==> src/rtl/cil_pkg.sv <==
// Shared types and constants for the code point inversion list membership block.
// No dependencies; imported by every module of the block except cil_ram.
package cil_pkg;

    localparam int CODE_W = 21;
    localparam int IDX_W  = 10;
    localparam int POS_W  = 11;

    // first value past the last valid code point
    localparam logic [CODE_W-1:0] CP_LIMIT = 21'h110000;

    // command codes on the request word
    localparam logic CMD_LOAD  = 1'b0;
    localparam logic CMD_QUERY = 1'b1;

    // request word
    typedef struct packed {
        logic              cmd;
        logic [IDX_W-1:0]  entry_index;
        logic [CODE_W-1:0] code_value;
    } cil_req_t;

    // response word
    typedef struct packed {
        logic             is_member;
        logic [POS_W-1:0] range_position;
    } cil_rsp_t;

    // operation kinds after classification
    typedef enum logic [1:0] {
        OP_LOAD   = 2'd0,
        OP_REJECT = 2'd1,
        OP_SEARCH = 2'd2
    } cil_op_kind_t;

    // classified operation carried through the queue
    typedef struct packed {
        cil_op_kind_t      kind;
        logic [IDX_W-1:0]  entry_index;
        logic [CODE_W-1:0] code_value;
        logic [POS_W-1:0]  last_pos;
    } cil_op_t;

    // back end sequencer states
    typedef enum logic [4:0] {
        ST_IDLE   = 5'b00001,
        ST_FIRST  = 5'b00010,
        ST_LAST   = 5'b00100,
        ST_SEARCH = 5'b01000,
        ST_RESULT = 5'b10000
    } cil_state_t;

endpackage

==> src/rtl/cil_queue.sv <==
// Two-entry queue of classified operations between front and back end.
// Uses cil_pkg.
module cil_queue (
    input  logic             clk,
    input  logic             rst_n,
    input  logic             push,
    input  cil_pkg::cil_op_t push_op,
    input  logic             pop,
    output cil_pkg::cil_op_t head_op,
    output logic             head_valid,
    output logic             full
);
    import cil_pkg::*;

    cil_op_t    slot_reg [2];
    logic       wr_ptr_reg;
    logic       wr_ptr_next;
    logic       rd_ptr_reg;
    logic       rd_ptr_next;
    logic [1:0] count_reg;
    logic [1:0] count_next;
    logic       do_pop;

    assign head_valid = (count_reg != 2'd0);
    assign full       = (count_reg == 2'd2);
    assign head_op    = slot_reg[rd_ptr_reg];
    assign do_pop     = pop && head_valid;

    // pointer and count update
    always_comb
    begin
        wr_ptr_next = push ? ~wr_ptr_reg : wr_ptr_reg;
        rd_ptr_next = do_pop ? ~rd_ptr_reg : rd_ptr_reg;
        count_next  = count_reg + {1'b0, push} - {1'b0, do_pop};
    end

    always_ff @(posedge clk or negedge rst_n)
    begin
        if (!rst_n)
        begin
            wr_ptr_reg <= 1'b0;
            rd_ptr_reg <= 1'b0;
            count_reg  <= 2'd0;
        end
        else
        begin
            wr_ptr_reg <= wr_ptr_next;
            rd_ptr_reg <= rd_ptr_next;
            count_reg  <= count_next;
        end
    end

    // storage
    always_ff @(posedge clk)
    begin
        if (push)
        begin
            slot_reg[wr_ptr_reg] <= push_op;
        end
    end

endmodule

==> config.mk <==
export PLATFORM = sky130hd
export DESIGN_NAME = cil_queue
export DESIGN_NICKNAME = d
export VERILOG_FILES = /design/src/rtl/cil_pkg.sv /design/src/rtl/cil_queue.sv
export SDC_FILE = /design/constraint.sdc
export NUM_CORES = 1
export LEC_CHECK = 0
export BUFFER_PORTS_ARGS = -buffer_cell sky130_fd_sc_hd__buf_2
export CAP_MARGIN = 10
export CORE_ASPECT_RATIO = 1.25
export CORE_UTILIZATION = 54
export DETAILED_ROUTE_END_ITERATION = 8
export PLACE_DENSITY = 0.81
export SLEW_MARGIN = 20
export SYNTH_ARGS = -nofsm -noshare
export SYNTH_HDL_FRONTEND = slang
export SYNTH_SLANG_ARGS = --single-unit
==> constraint.sdc <==
create_clock -name clk -period 5.19 [get_ports clk]
set_clock_uncertainty 0.2 [all_clocks]
set_input_delay 0 -clock clk [delete_from_list [all_inputs] [get_ports clk]]
set_output_delay 0 -clock clk [all_outputs]
set_load 0.05 [all_outputs]
# Yosys cells after proc, flatten, opt, wreduce, memory -nomap -nowiden
# Memories as Yosys holds them, arrays and structs flattened.
# Cells that the tools add are included.
word_totals:
  regBits: 4
  ram_bits: 88
  input_bits: 48
  out_inout_bits: 46
  elab_cells: 13
  mem_count: 1
memory_table:
  columns: ["memory", "depth", "width", "rd", "rd_clocked_by_memory_dff", "wr", "line_no", "rtl"]
  rows:
  - ["slot_reg", 2, 44, 1, 0, 1, "cil_queue.sv:15", "cil_op_t slot_reg [2];"]
op_classes:
  n_addsub: 2
  n_eq_ne: 1
  muxes: 2
  n_bitwise: 2
  reduce_logical: 2
ops:
  columns: ["op", "n"]
  rows:
  - ["2-bit by 1-bit adder with 2-bit output", 1]
  - ["2-bit equality test, second input constant", 1]
  - ["1-bit two-way mux", 2]
  - ["1-bit inverter", 2]
  - ["2-bit nonzero test", 1]
  - ["2-bit by 1-bit subtractor with 2-bit output", 1]
  - ["1-bit logical AND", 1]

# Logic depth before layout (Yosys ltp)
depth:
  depth_word: 3
  depth_mapped: 6

# Worst setup path before layout
# OpenSTA, ideal clock, no wires.
synth_path:
  path_type: "register -> register"
  startpoint: "reg wr_ptr_reg"
  endpoint: "mem slot_reg[0][0] (netlist bit) (enable)"
  setup_time_ns: 0.451
  t_arrival_ns: 2.369
  required_ns: 4.539
  path_slack_ns: 2.170
  stages_incl_launch_ff: 2
  n_path_buf: 0
  period_less_slack_ns: 3.020
  path_cell_list: "dfrtp_1 > nor2b_1"
synth_rtl:
  columns: ["element", "line_no", "rtl"]
  rows:
  - ["start, declared", "cil_queue.sv:16", "logic wr_ptr_reg;"]
  - ["start signal, assigned", "cil_queue.sv:47", "wr_ptr_reg <= wr_ptr_next;"]
  - ["end, declared", "cil_queue.sv:15", null]
# No word-level cell before the write port.

==> impl_metrics.env <==
export IMPL_status="completed"
export IMPL_crit_start="rd_ptr_reg"
export IMPL_post_synth_top_count_cell="edfxtp_1"
export IMPL_cts_setup_buffers=0
export IMPL_routed_wl_um=6090
export IMPL_stdcell_count=393
export IMPL_grt_max_degree=45
export IMPL_ys_seq_elements=92
export IMPL_insertion_delay_ps=340
export IMPL_largest_register_ffs=88
export IMPL_antenna_cells=0
export IMPL_p_leak_nw=1.952
export IMPL_ys_warn_count=0
export IMPL_design_core_area_um2=6286
export IMPL_num_vias=1886
export IMPL_cp_start_kind="flop"
export IMPL_multi_input_area_um2=743.2
export IMPL_grt_ovfl_total=0
export IMPL_rsz0062_at_grt="false"
export IMPL_rrSetupSlack_ps=3290
export IMPL_synth_edf_count=88
export IMPL_finalCritPeriodShare=0.4662
export IMPL_cts_sinks=92
export IMPL_r2r_start="wr_ptr_reg"
export IMPL_track_usage=0.1864
export IMPL_grt_pass1_wl_um=9073
export IMPL_cts_tree="yes"
export IMPL_antenna_found_initial=0
export IMPL_viasPerCell=4.799
export IMPL_drv_cap=0
export IMPL_cts_inserted_buffers=9
export IMPL_n_fill_cell=361
export IMPL_first_iter_violations=51
export IMPL_clock_fmax_ghz=0.4133
export IMPL_synth_top_cell_area_share=0.7390
export IMPL_h_tree_depth=3
export IMPL_slew_viol_final=0
export IMPL_postCtsHoldBufs=48
export IMPL_cts_resized=0
export IMPL_p_comb_frac=0.424
export IMPL_netlist_cell_type_count=14
export IMPL_seq_area_um2=2744
export IMPL_die_y_um=92.98
export IMPL_syn_area_um2=3576
export IMPL_clk_transition_reported_paths_ps=80
export IMPL_min_path_type="in -> reg"
export IMPL_drive_gt1_frac=0.5130
export IMPL_min_period_ps=2420
export IMPL_die_x_um=74.79
export IMPL_final_hold_viol_count=0
export IMPL_grt_pass1_vias=2000
export IMPL_dp_cells=329
export IMPL_max_slew_margin=0.2968
export IMPL_rr_endpoint="slot_reg[1][1]"
export IMPL_nets=353
export IMPL_p_int_mw=1.719
export IMPL_total_power_mw=2.838
export IMPL_setup_violations=0
export IMPL_io_buffer_count=93
export IMPL_swShare=0.3944
export IMPL_clockPowerShare=0.197
export IMPL_synthTopCellsByArea="edfxtp_1, mux2_4, dfrtp_1, buf_12, mux2_2"
export IMPL_first_pass_iters=4
export IMPL_synth_seq_area_share=0.7670
export IMPL_die_area_um2=6954
export IMPL_start_util=0.5689
export IMPL_cts_root_buf="clkbuf_8"
export IMPL_cp_end_kind="output pin"
export IMPL_clk_path_buf_depth=2
export IMPL_crit_path_end="head_op[14]"
export IMPL_final_util=0.7639
export IMPL_synth_cells=154
export IMPL_criticalPathCategory="reg -> out"
export IMPL_ys_async_sr_fraction=0.04348
export IMPL_avgSynthCellArea_um2=23.22
export IMPL_rows=32
export IMPL_synthTopCellsByCount="edfxtp_1, mux2_4, mux2_2, buf_12, dfrtp_1"
export IMPL_ant_nets=0
export IMPL_synth_nets=204
export IMPL_seqPwrFrac=0.379
export IMPL_arrival_ps=2220
export IMPL_area_growth_pct=34.29
export IMPL_power_density_nw_per_um2=591.1
export IMPL_path_max_fanout=23
export IMPL_dp_hpwl_um=3612
export IMPL_num_io_pins=94
export IMPL_fin_setup_tns_ps=0
export IMPL_ir_worst_vdd_uv=501.0
export IMPL_ys_flop_type="edfxtp_1"
export IMPL_synth_top_area_cell="edfxtp_1"
export IMPL_worstMarginPinSlew_ps=1055
export IMPL_crit_required_ps=4990
export IMPL_wl_per_cell_um=15.50
export IMPL_ff2ff_path_depth=1
export IMPL_place_congestion=0.6898
export IMPL_drc=0
export IMPL_power_switching_mw=1.119
per-stage QoR:
stage                     hold WS (ps)  setup slack, ps  area (µm²)
after floorplan                 -495.6             2170        3576
after CTS                        152.5             2723        4802
after detailed placement        -391.1             3112        4081
final                            169.1             2770        4802
after global routing             156.2             2641        4802
after global placement          -391.5             3117        4081
cell type report:
type                    instances  area share
multi-input cells              55      0.1548
well taps                      85     0.02215
repair buffers                143      0.2001
clock inverters                 6     0.02345
clock buffers                  10     0.02658
flip-flops and latches         92      0.5714
inverters                       2    0.001563
power by group through the flow:
stage               Sequential (mW)  Combinational [mW]  Clock [mW]
finish                         1.08                1.20       0.559
global route                   1.09                1.26       0.602
CTS                            1.08                1.21       0.567
detailed placement             1.10                1.18           0
global placement               1.09                1.17           0
floorplan                      1.04                1.08           0
logic make-up after synthesis:
family | after synthesis | share of synthesized area
XOR/XNOR | 4 | 0.009799
adder cells (fa/ha/maj) | 2 | 0.006997
multiplexers | 44 | 0.1795
AND/OR/NAND/NOR | 4 | 0.007000
flip-flops | 92 | 0.7670
AO/OA/AOI/OAI | 1 | 0.002100
buffers and inverters | 7 | 0.02764
cell usage in the layout (no fill, tap or decap):
cell           instances
xor2_1                 2
buf_2                 93
edfxtp_1              88
clkinvlp_4             3
ha_1                   2
inv_1                  2
buf_4                  2
or2_2                  1
clkbuf_8               9
nor2b_4                1
mux2_2                 5
mux2_4                39
dfrtp_1                3
clkbuf_1               1
bufinv_16              3
xnor2_1                2
dlygate4sd3_1         48
o21a_1                 1
nor2b_1                1
and2_2                 1
dfrtp_2                1
worst min-delay path by stage:
stage	from	to	slack, ps	cells past startpoint
4_1_cts	push_op[20]	slot_reg[0][20]	150	2
2_1_floorplan	rst_n	count_reg[0]	-500	0
5_1_grt	push_op[13]	slot_reg[0][13]	160	2
3_5_place_dp	rst_n	count_reg[0]	-390	1
6_report	push_op[20]	slot_reg[0][20]	170	2
3_3_place_gp	rst_n	count_reg[0]	-390	1
critical path, stage by stage (launching register included):
cell	delay, ps
dfrtp_2	800
buf_4	510
mux2_4	340
buf_2	210
layer usage:
metal	wire length, µm	global-route usage	vias up	share of wire
li1	-	-	895	-
met1	2438	0.2069	920	0.40
met2	3308	0.3333	63	0.54
met3	262	0.04634	8	0.043
met4	80	0.07547	0	0.013
met5	0	0	-	0
Note: power is estimated with default switching activity, not from simulation.
