## src/rtl/cil_pkg.sv

```systemverilog
// Shared types and constants for the code point inversion list membership block.
// No dependencies; imported by every module of the block except cil_ram.
package cil_pkg;

    localparam int CODE_W = 21;
    localparam int IDX_W  = 10;
    localparam int POS_W  = 11;

    // first value past the last valid code point
    localparam logic [CODE_W-1:0] CP_LIMIT = 21'h110000;

    // command codes on the request word
    localparam logic CMD_LOAD  = 1'b0;
    localparam logic CMD_QUERY = 1'b1;

    // request word
    typedef struct packed {
        logic              cmd;
        logic [IDX_W-1:0]  entry_index;
        logic [CODE_W-1:0] code_value;
    } cil_req_t;

    // response word
    typedef struct packed {
        logic             is_member;
        logic [POS_W-1:0] range_position;
    } cil_rsp_t;

    // operation kinds after classification
    typedef enum logic [1:0] {
        OP_LOAD   = 2'd0,
        OP_REJECT = 2'd1,
        OP_SEARCH = 2'd2
    } cil_op_kind_t;

    // classified operation carried through the queue
    typedef struct packed {
        cil_op_kind_t      kind;
        logic [IDX_W-1:0]  entry_index;
        logic [CODE_W-1:0] code_value;
        logic [POS_W-1:0]  last_pos;
    } cil_op_t;

    // back end sequencer states
    typedef enum logic [4:0] {
        ST_IDLE   = 5'b00001,
        ST_FIRST  = 5'b00010,
        ST_LAST   = 5'b00100,
        ST_SEARCH = 5'b01000,
        ST_RESULT = 5'b10000
    } cil_state_t;

endpackage

```

## src/rtl/cil_front.sv

```systemverilog
// Front end: holds the list length register, accepts request words and
// classifies them into load, reject or search operations. Uses cil_pkg.
module cil_front #(
    parameter int TABLE_DEPTH = 1024
) (
    input  logic                       clk,
    input  logic                       rst_n,
    input  logic                       cfg_we,
    input  logic [cil_pkg::POS_W-1:0]  cfg_wdata,
    input  logic                       req_valid,
    output logic                       req_stall,
    input  cil_pkg::cil_req_t          req_word,
    input  logic                       q_full,
    output logic                       q_push,
    output cil_pkg::cil_op_t           q_op
);
    import cil_pkg::*;

    logic [POS_W-1:0] list_length_reg;
    logic [POS_W-1:0] len_sat;
    logic             accept;
    logic             drop;

    // list length register
    always_ff @(posedge clk or negedge rst_n)
    begin
        if (!rst_n)
        begin
            list_length_reg <= '0;
        end
        else if (cfg_we)
        begin
            list_length_reg <= cfg_wdata;
        end
    end

    // length clipped to the table depth
    assign len_sat = (list_length_reg > TABLE_DEPTH) ? POS_W'(TABLE_DEPTH) : list_length_reg;

    assign req_stall = q_full;
    assign accept    = req_valid && !req_stall;

    // loads past the table are dropped here
    assign drop   = (req_word.cmd == CMD_LOAD) && (req_word.entry_index >= TABLE_DEPTH);
    assign q_push = accept && !drop;

    // classification
    always_comb
    begin
        q_op.entry_index = req_word.entry_index;
        q_op.code_value  = req_word.code_value;
        q_op.last_pos    = len_sat - 1'b1;
        if (req_word.cmd == CMD_LOAD)
        begin
            q_op.kind = OP_LOAD;
        end
        else if ((req_word.code_value >= CP_LIMIT) || (len_sat == '0))
        begin
            q_op.kind = OP_REJECT;
        end
        else
        begin
            q_op.kind = OP_SEARCH;
        end
    end

endmodule

```

## config.mk

```make
export PLATFORM = sky130hd
export DESIGN_NAME = cil_front
export DESIGN_NICKNAME = d
export VERILOG_FILES = /design/src/rtl/cil_pkg.sv /design/src/rtl/cil_front.sv
export SDC_FILE = /design/constraint.sdc
export NUM_CORES = 1
export LEC_CHECK = 0
export BUFFER_PORTS_ARGS = -buffer_cell sky130_fd_sc_hd__buf_2
export CELL_PAD_IN_SITES_DETAIL_PLACEMENT = 1
export CELL_PAD_IN_SITES_GLOBAL_PLACEMENT = 1
export CORE_ASPECT_RATIO = 0.6
export CORE_MARGIN = 4
export CORE_UTILIZATION = 25
export DETAILED_ROUTE_END_ITERATION = 12
export PLACE_DENSITY = 0.92
export SLEW_MARGIN = 20
export SYNTH_ARGS = -nofsm -noshare
export SYNTH_HDL_FRONTEND = slang
export SYNTH_SLANG_ARGS = --single-unit
```

## constraint.sdc

```tcl
create_clock -name clk -period 3.3 [get_ports clk]
set_input_delay 0.33 -clock clk [delete_from_list [all_inputs] [get_ports clk]]
set_output_delay 0.33 -clock clk [all_outputs]
set_load 0.005 [all_outputs]
```

Yosys cells after proc, flatten, opt, wreduce, memory -nomap -nowiden
Index checks and enable logic that the tools add are counted.
{ "totals": {"elab_cells": 11, "memories": 0, "reg_bits": 11, "output_inout_bits": 46, "mem_bits_rw": 0, "rom_bits": 0, "input_bits": 48, "latch_bits": 0} }
{ "op_classes": {"order_cmp": 2, "n_mux": 3, "shifts": 0, "addsub": 1, "n_reduce_logical": 4, "div_mod_pow": 0, "bitwise_logic": 0, "eq_ne": 0, "n_mul": 0} }
{ "ops": {"columns": ["op", "count"], "rows": [
  ["21-bit >= comparator (second input constant)", 1],
  ["11-bit greater-than comparator (second input constant)", 1],
  ["11-bit zero test", 1],
  ["11-bit 2-to-1 mux", 1],
  ["11-bit by 1-bit subtractor with 11-bit output (second input constant)", 1],
  ["2-bit 2-to-1 mux", 2],
  ["1-bit logical AND", 1],
  ["1-bit zero test", 1],
  ["1-bit logical OR", 1]
]} }

Logic depth before layout (Yosys ltp)
{ "depth": {"word_depth": 6, "depth_mapped": 7} }

Worst setup path before layout
No wires, ideal clock.
{ "synth_path": {"path_kind": "register to output", "from": "register list_length_reg[10]", "to": "output port q_op[6] (netlist name)", "path_stages_with_launch": 8, "path_slack_ps": 1113, "arrival_time_ps": 1857, "n_path_buf": 1, "cell_sequence": "dfrtp_1 inv_1 clkbuf_1 nand2_1 ha_1 or3b_2 o311ai_0 o21ai_0"} }
{ "synth_lines": {"columns": ["element", "line_no", "text"], "rows": [
  ["start, declared", "cil_front.sv:19", "logic [POS_W-1:0] list_length_reg;"],
  ["start signal, assigned", "cil_front.sv:33", "list_length_reg <= cfg_wdata;"],
  ["end, declared", "cil_front.sv:15", "output cil_pkg::cil_op_t q_op"]
]} }

==> impl_metrics.py <==
metrics = {
    "power": {
        "p_sw_uw": 125.2,
        "p_int_uw": 292.4,
        "power_density_nw_per_um2": 413.1,
        "leakage_nw": 0.4615,
        "total_power_uw": 417.6,
        "swShare": 0.2997,
        "comb_power_share": 0.273,
        "seqPwrFrac": 0.405,
        "clkPwrFrac": 0.322,
        "ir_drop_uv": 174.4,
    },
    "die": {
        "initial_core_util": 0.2596,
        "core_area_sq_um": 3659,
        "fp-row-count": 17,
        "ios": 94,
        "design.die.area_sq_um": 4881,
        "die_h_um": 55.74,
        "die_x_um": 87.57,
    },
    "placed_design": {
        "dp_slack_ns": 0.8621,
        "dpl_cell_area_sq_um": 955.9,
        "numPortBuffers": 41,
        "gp_congestion": 0.8210,
        "dp_hpwl_um": 1853,
    },
    "clock_tree": {
        "clkTransAtPathRegs_ns": 0.05,
        "clk_latency_ns": 0.24,
        "cts_buffers": 3,
        "cts_root_buf": "clkbuf_8",
        "ctsResizeCount": 0,
        "clockBufferDepth": 2,
        "cts_tree": "built",
        "post-cts-setup-buffers": 0,
        "hold_buffers": 1,
        "cts.sinks": 11,
        "htree_levels": 1,
    },
    "routing": {
        "vias": 757,
        "drc": 0,
        "totalWireLength_um": 2273,
        "dr.pass1.iters": 4,
        "first_iter_violations": 30,
        "vias_per_cell": 4.702,
        "ant_nets": 0,
        "wl_per_cell_um": 14.12,
    },
    "global_route": {
        "grt_use_total": 0.08911,
        "grt_max_degree": 14,
        "antenna_found_initial": 0,
        "grt_pass1_vias": 736,
        "grt_pass1_wl_um": 3477,
        "overflow": 0,
    },
    "timing": {
        "final-hold-violation-count": 0,
        "worst_pin_slew_ns": 0.5156,
        "hold_ws_ns": 0.3200,
        "final.min_clock_period_ns": 2.712,
        "finalMaxSlewViolations": 0,
        "tns_ns": 0,
        "clock.fmax_ghz": 0.3688,
        "rsz0062_at_grt": "no",
        "finalCritPeriodShare": 0.8217,
        "max-slew-margin-rel": 0.6531,
        "worst_slack_ns": 0.5884,
        "clock_skew_ns": 0,
        "setup_viol": 0,
    },
    "min_path": {
        "hp-class": "in2reg",
    },
    "synthesis": {
        "synth_top_cells_by_count": "buf_4, dfrtp_1, mux2_2",
        "synth_most_common_cell": "buf_4",
        "synthTopCellsByArea": "dfrtp_1, buf_4, mux2_2",
        "ys_async_sr_fraction": 1.000,
        "yosysSeqAreaShare": 0.2899,
        "synth_warnings": 0,
        "avgSynthCellArea_sq_um": 9.131,
        "synth_edf_count": 0,
        "ys.flop_type": "dfrtp_1",
        "synth_cells": 104,
        "syn-cell-area_sq_um": 949.7,
        "syn-num-nets": 154,
        "yosys_register_bits": 11,
        "synth.distinct_cells": 31,
        "synth_top_cell_by_area": "dfrtp_1",
        "synth_top_area_share": 0.2899,
    },
    "critical_path": {
        "path_buf_inv": 2,
        "arrival_ns": 2.38,
        "cp-end-kind": "output port",
        "cp_max_fo": 13,
        "crit_family": "simple AND/OR/NAND/NOR gates",
        "crit_type": "reg2out",
        "path_cells": "inv_1, nand2_1, ha_1, or3b_2, o311ai_0, o21ai_0, buf_2",
        "slowest_delay_ns": 0.50,
        "critPathLaunchType": "flop",
        "critPathSlowestCell": "or3b_2",
        "critPathRequiredTime_ns": 2.97,
    },
    "final_layout": {
        "final_area_sq_um": 1011,
        "antenna-diode-count": 0,
        "drive_gt1_frac": 0.4825,
        "area_growth_pct": 6.456,
        "regArea_sq_um": 275.3,
        "multi_input_area_sq_um": 401.6,
        "fill_cells": 451,
        "largest_reg_flops": 11,
        "fin_nets": 165,
    },
    "job": {
        "maxCapViolations": 0,
    },
    "outcome": {
        "status": "complete, no violations",
    },
}
==> worst paths after layout <==
kind / from / endpoint / slack, ns / cells past startpoint
max in group asynchronous: rst_n / list_length_reg[7] / 2.59 / 2
hold / removal: cfg_wdata[6] / list_length_reg[6] / 0.32 / 3
min in group asynchronous: rst_n / list_length_reg[9] / 0.50 / 2
setup / recovery: list_length_reg[10] / q_op[6] / 0.59 / 7
hold reg to reg: list_length_reg[1] / list_length_reg[1] / 0.56 / 1
setup reg to reg: list_length_reg[10] / list_length_reg[10] / 2.29 / 2
==> cell usage in the layout (no fill, tap or decap), drive strengths merged, types with 2 or more instances in the layout <==
master and n:
inv 4, mux2 9, o21ai 4, nand2 4, o211ai 3, a21oi 3
or4 3, nor2 2, dfrtp 11, clkbuf 4, ha 2, o31ai 2
buf 41, mux2i 2, nor2b 3, nand3 3
==> worst reg2reg max path: stages, from the launching register on <==
cell and delay [ns]:
dfrtp_1 0.40, inv_1 0.31, o21ai_0 0.16
==> cell families (layout without fill, tap and decap cells) <==
kind of cell / Yosys count / after routing / synth area share
muxes: 11 / 11 / 0.1278
buffers and inverters: 40 / 50 / 0.2872
and+or+nand+nor: 23 / 23 / 0.1463
AOI/OAI and AO/OA: 16 / 16 / 0.1133
xor gates and xnor gates: 1 / 1 / 0.009224
DFF: 11 / 11 / 0.2899
adders and majority gates: 2 / 2 / 0.02635
==> power by group through the flow <==
stage	combinational [mW]	clock [mW]	sequential, mW
3_5_place_dp	0.116	0	0.171
4_1_cts	0.117	0.140	0.169
5_1_grt	0.128	0.144	0.172
3_3_place_gp	0.113	0	0.170
2_1_floorplan	0.0964	0	0.162
6_report	0.114	0.134	0.169
==> metal layers <==
metal / global-route usage / up-vias / routed length (um)
met2: 0.1288 / 28 / 1017
met1: 0.1210 / 367 / 1097
met4: 0.03282 / 0 / 0
met3: 0.03107 / 0 / 159
met5: 0 / - / 0
li1: - / 362 / -
==> per-stage QoR <==
step                instances    util
finish                    161  0.2763
global route              161  0.2763
CTS                       161  0.2763
detailed placement        156  0.2613
global placement          156  0.2613
floorplan                 104       -
==> final cells by class <==
cell class / count / share of cell area
repair buffers: 42 / 0.2129
multi-input cells: 53 / 0.3973
clock buffers: 4 / 0.04455
well taps: 47 / 0.05817
flip-flops and latches: 11 / 0.2723
inverters: 4 / 0.01485
Power figures use the tool's default switching activity.
